--- src/sv/sdf_pkg.sv ---
// ----------------------------------------------------------------------------
// sdf_pkg
// Shared types and constants for the stream duplicate filter.
// ----------------------------------------------------------------------------
`default_nettype none

package sdf_pkg;

   localparam int CAPACITY    = 64;
   localparam int VALUE_WIDTH = 32;

   typedef logic signed [VALUE_WIDTH-1:0] value_type;

   // request travelling down the cell chain
   typedef struct packed {
      logic      valid;
      value_type value;
      logic      last;
      logic      found;   // matched a remembered value
      logic      placed;  // remembered in some cell
   } token_type;

endpackage

`default_nettype wire

--- src/sv/sdf_cell.sv ---
// ----------------------------------------------------------------------------
// sdf_cell
// One store slot: compares the passing request, claims the slot for a new
// value, and clears on the list's last element.
// ----------------------------------------------------------------------------
`default_nettype none

module sdf_cell (
   input  wire logic               clock,
   input  wire logic               reset,
   input  wire logic               advance,
   input  wire sdf_pkg::token_type tok_i,
   output sdf_pkg::token_type      tok_o
);

   logic               slot_valid_ff, slot_valid_in;
   sdf_pkg::value_type slot_value_ff;
   sdf_pkg::token_type tok_ff, tok_in;
   logic               match, claim;

   always_comb begin
      match         = slot_valid_ff && (slot_value_ff == tok_i.value);
      claim         = tok_i.valid && !slot_valid_ff && !tok_i.found && !tok_i.placed;
      tok_in        = tok_i;
      tok_in.found  = tok_i.found | (tok_i.valid & match);
      tok_in.placed = tok_i.placed | claim;
      slot_valid_in = slot_valid_ff;
      if (tok_i.valid && tok_i.last) begin
         slot_valid_in = 1'b0;
      end else if (claim) begin
         slot_valid_in = 1'b1;
      end
   end

   always_ff @(posedge clock) begin
      if (reset) begin
         slot_valid_ff <= 1'b0;
         tok_ff        <= '0;
      end else if (advance) begin
         slot_valid_ff <= slot_valid_in;
         tok_ff        <= tok_in;
      end
   end

   always_ff @(posedge clock) begin
      if (advance && claim) begin
         slot_value_ff <= tok_i.value;
      end
   end

   assign tok_o = tok_ff;

endmodule

`default_nettype wire

--- config.mk ---
export PLATFORM = sky130hd
export DESIGN_NAME = sdf_cell
export DESIGN_NICKNAME = d
export VERILOG_FILES = /design/src/sv/sdf_pkg.sv /design/src/sv/sdf_cell.sv
export SDC_FILE = /design/constraint.sdc
export NUM_CORES = 1
export LEC_CHECK = 0
export ABC_AREA = 1
export BUFFER_PORTS_ARGS = -buffer_cell sky130_fd_sc_hd__buf_2
export CORE_MARGIN = 1.5
export CORE_UTILIZATION = 55
export CTS_CLUSTER_DIAMETER = 200
export CTS_CLUSTER_SIZE = 40
export DETAILED_ROUTE_END_ITERATION = 12
export PLACE_DENSITY = 0.9
export SETUP_SLACK_MARGIN = 0.02
export SLEW_MARGIN = 10
export SYNTH_ARGS = -nofsm -noshare
export SYNTH_HDL_FRONTEND = slang
export SYNTH_SLANG_ARGS = --single-unit
--- constraint.sdc ---
create_clock -name clock -period 5.3 [get_ports clock]
set_clock_uncertainty 0.1 [all_clocks]
set_input_delay 0.265 -clock clock [delete_from_list [all_inputs] [get_ports clock]]
set_output_delay 0.265 -clock clock [all_outputs]
set_load 0.01 [all_outputs]
# Word level (Yosys, flattened, before mapping)
# Index checks and enable logic that the tools add are counted.
# word_totals
mem_bits_rw	0
reg_bits	69
latchBits	0
output_inout_bits	36
mem_count	0
rom_bits	0
in_bits	39
wordCells	24
# op_classes
div_mod_pow	0
mul	0
magnitude_cmp	0
bitwise_logic	3
n_shift	0
muxes	2
reduce_logical	11
eq_ne	1
addsub	0
# ops
cell	count
32-bit == test	1
1-bit logical AND	6
1-bit logical NOT	3
1-bit two-way mux	2
1-bit bitwise OR	2
2-bit AND reduction	1
2-bit nonzero test	1
1-bit bitwise AND	1

# Longest topological paths before layout
# depth
word_depth	6
mapped_depth	10
mapped_depth_nobuf	10

# Worst setup path before layout
# OpenSTA, ideal clock, no wires.
# synth_path
path_kind	flip-flop to flip-flop
start	register slot_valid_ff
end	register slot_value_ff[0], enable pin
setup_slack_ps	3233
arrival_ps	1571
path_stages_with_launch	3
setup_ps	396
required_time_ps	4804
path_buffers	0
period_less_slack_ps	2067
cell_sequence	dfxtp_1 or3_1 nor2_2
# synth_between
elab_chain_len	5
# synth_lines
element	line_no	rtl
start, declared	sdf_cell.sv:16	logic slot_valid_ff, slot_valid_in;
start signal, assigned	sdf_cell.sv:40	slot_valid_ff <= slot_valid_in;
1-bit logical NOT	sdf_cell.sv:23	claim = tok_i.valid && !slot_valid_ff && !tok_i.found && !tok_i.placed;
1-bit logical AND (3 in a row)	sdf_cell.sv:23	
1-bit logical AND	sdf_cell.sv:46	if (advance && claim) begin
end signal, assigned	sdf_cell.sv:47	slot_value_ff <= tok_i.value;
end, declared	sdf_cell.sv:17	sdf_pkg::value_type slot_value_ff;
# No other way between the ends.
# A chain may end at the register's enable or synchronous reset.

# Worst setup path in the final report
# layout_path
start	input port advance
end	register slot_value_ff[25], enable pin
# layout_between
elab_chain_len	1
# layout_lines
element	line_no	rtl
start, declared	sdf_cell.sv:11	input wire logic advance,
1-bit logical AND	sdf_cell.sv:46	
# No other way between the ends.

==> run metrics <==
final setup violation count=0; post-route ant nets=0; critical path cell sequence=buf_2 > nand2_1 > or3_1 > nor2_4; Hold Crit Class=in2reg; Die Ht=roughly 74 um; switching pwr=about 0.27 mW; Yosys Warn Count=0; internal power=approximately 0.85 mW; Hold Crit Start=tok_i[16]; Synth top area share=34.96%; Slew HR=about two fifths; sequential element share of the synthesized area=61.90%; CP startpoint kind=input pin; GRT Total Usage=22.87%; width of the chip=around 74 um; I/O pins=75; placed instance area=0.003171 mm^2; I/O Buffers=74; Tcrit/Tclk final=~44%; die area=0.005431 mm^2; Yosys cell types=21; Total Wirelength=5.782 mm; met2 WL=2.851 mm; net count after synthesis=345; CTS root buf=clkbuf_8; CTS tree=done; max-cap violations=0; Crit. path cell count=4; Max clock buf depth=2; Max Freq=431.0 MHz; Worst Reg-to-Reg Cells=2; Vias=roughly 2200; Inst Count DP=437; H-tree depth=3; Gate power share=9.6%; type of the worst setup path=in2reg; synthesized area per cell=8.983 um^2; leading area contributor after synthesis=edfxtp_1; Area contributors post-synth=edfxtp_1 (35%), dfxtp_1 (27%), nand2_1 (8.5%); clock sink count=69; clock share of power=37.5%; Async SR Flop Fraction=0%; post-CTS setup buffer count=0; peak supply drop=0.0002439 V; r2r endpoint=slot_value_ff[25]$_DFFE_PP_; Critical Path RT=just over 5 ns; Pre-antenna DRT Iters=4; Cells after Synth=306; reg-to-reg startpoint=slot_valid_ff$_SDFFE_PP0P_; Worst setup EP type=register; initial core utilization=between 50 and 60%; Area Growth Syn to Fin=22.76%; worst-margin pin slew=0.8963 ns; cell count of the worst hold path=1; commonest non-fill, non-tap cells in the layout=buf_2 (74), nand2_1 (62), nor2_1 (37), dfxtp_1 (37); status=finished clean; endpoints failing hold=0; Worst-Skew Late Latency=between 0.3 and 0.4 ns; Layout Nets=420; iteration-0 DRC count of the detailed router=96; buffers and inverters on the worst path=1; DRC=0; layout cell share with drive strength beyond 1=25.65%; wire per inst=between 10 and 15 um; crit-path leading delay family=simple AND/OR/NAND/NOR gates; met3 routed wirelength=387 um; Power Density=331.6 mW/mm^2; initial antenna violation count=0; first-pass GRT wire length=9.149 mm; CORE AREA=0.004755 mm^2; clock edge transition at the registers on the reported setup and hold paths=0.07 ns; flip-flop and latch count after synthesis=69; vias in the first global route=2089; EDFF count, synth=32; unrepaired setup endpoints after global routing=no; min Tclk post-route=2.320 ns; synthesized area=~0.0027 mm^2; commonest non-fill, non-tap cell in the layout=buf_2; slowest stage delay, CP=about 0.70 ns; switch share=24.29%; Slew Viols, Final=0; r2r setup slk=3.35 ns; DR top layer=met4; Non-Filler Instances=453; total gr overflow=0; Hold Path Sink=slot_value_ff[13]$_DFFE_PP_; Pleak=1.571 nW; Worst Path Max Fanout=60; drt via density=just under 5; # diodes=0; Core Util, Final=70.97%; fin area=0.003374 mm^2; hold-fix buffer count after cts=0; Fin Setup TNS=0 ns; largest net degree at the start of global routing=61; sequential share of power=between 50% and 60%; Top FF cell, synth=dfxtp_1; TritonCTS Buffers=9; RePlAce Congestion=just over 0.8; Row Count=25; arrival time worst endpoint=2.18 ns; WL met1=between 2 and 3 mm; slowest CP cell=nor2_4; post-CTS resize count=0; DPL Wire Length=3.900 mm
power groups by stage:
| stage | Combinational (mW) | Clock [mW] | Sequential [mW] |
|---|---|---|---|
| finish | 0.108 | 0.420 | 0.591 |
| global placement | 0.104 | 0 | 0.602 |
| global route | 0.122 | 0.450 | 0.594 |
| floorplan | 0.0475 | 0 | 0.611 |
| CTS | 0.109 | 0.425 | 0.591 |
| detailed placement | 0.107 | 0 | 0.603 |
registers in the layout, summed over array words and instances, names as in the netlist:
| name | count |
|---|---|
| slot_value_ff | 32 |
| tok_o | 36 |
| slot_valid_ff | 1 |
stage by stage:
| stage | total power [mW] | hold WS [ns] | setup slack, ns |
|---|---|---|---|
| floorplan | 0.6590 | 0.2341 | 3.233 |
| global placement | 0.7056 | 0.3487 | 2.698 |
| detailed placement | 0.7103 | 0.3585 | 2.597 |
| CTS | 1.125 | 0.003833 | 2.951 |
| global route | 1.166 | 0.01063 | 2.744 |
| finish | 1.119 | 0.01645 | 2.980 |
synth_stat cells, drive strengths merged (2+ instances only):
library cell and count:
nand2 62, inv 41, nor2 38, dfxtp 37, o21ai 35, edfxtp 32
a21oi 25, clkbuf 10, xnor2 7, nand4 5, nand3 3, a31oi 2
clkinv 2, or2 2, xor2 2
cell type report:
cell class              instances  area, um^2
multi-input cells             184       853.3
inverters                      43       161.4
clock buffers                  11       173.9
well taps                      67       83.83
fillers                       382        1380
repair buffers                 74       370.4
flip-flops and latches         69        1702
clock inverters                 5       30.03
cells by family after synthesis:
kind of cell              after synthesis  share of synthesized area [%]
DFF                                    69                          61.90
buffers and inverters                  53                          7.237
and+or+nand+nor                       112                          16.39
AOI/OAI and AO/OA                      63                          11.61
xor gates and xnor gates                9                          2.868
layer usage:
metal	vias to the layer above	track usage, %
met2	74	37.94
met4	0	9.259
li1	1137	-
met1	1010	28.17
met3	5	6.310
met5	-	0
how the worst max path moves through the flow:
stage,from,endpoint,slack (ns)
floorplan,slot_valid_ff$_SDFFE_PP0P_,slot_value_ff[0]$_DFFE_PP_,3.23
global placement,advance,slot_value_ff[8]$_DFFE_PP_,2.70
detailed placement,advance,slot_value_ff[8]$_DFFE_PP_,2.60
CTS,advance,slot_value_ff[25]$_DFFE_PP_,2.95
global route,advance,slot_value_ff[24]$_DFFE_PP_,2.74
finish,advance,slot_value_ff[25]$_DFFE_PP_,2.98
No activity file was read; power rests on OpenSTA's default activity.
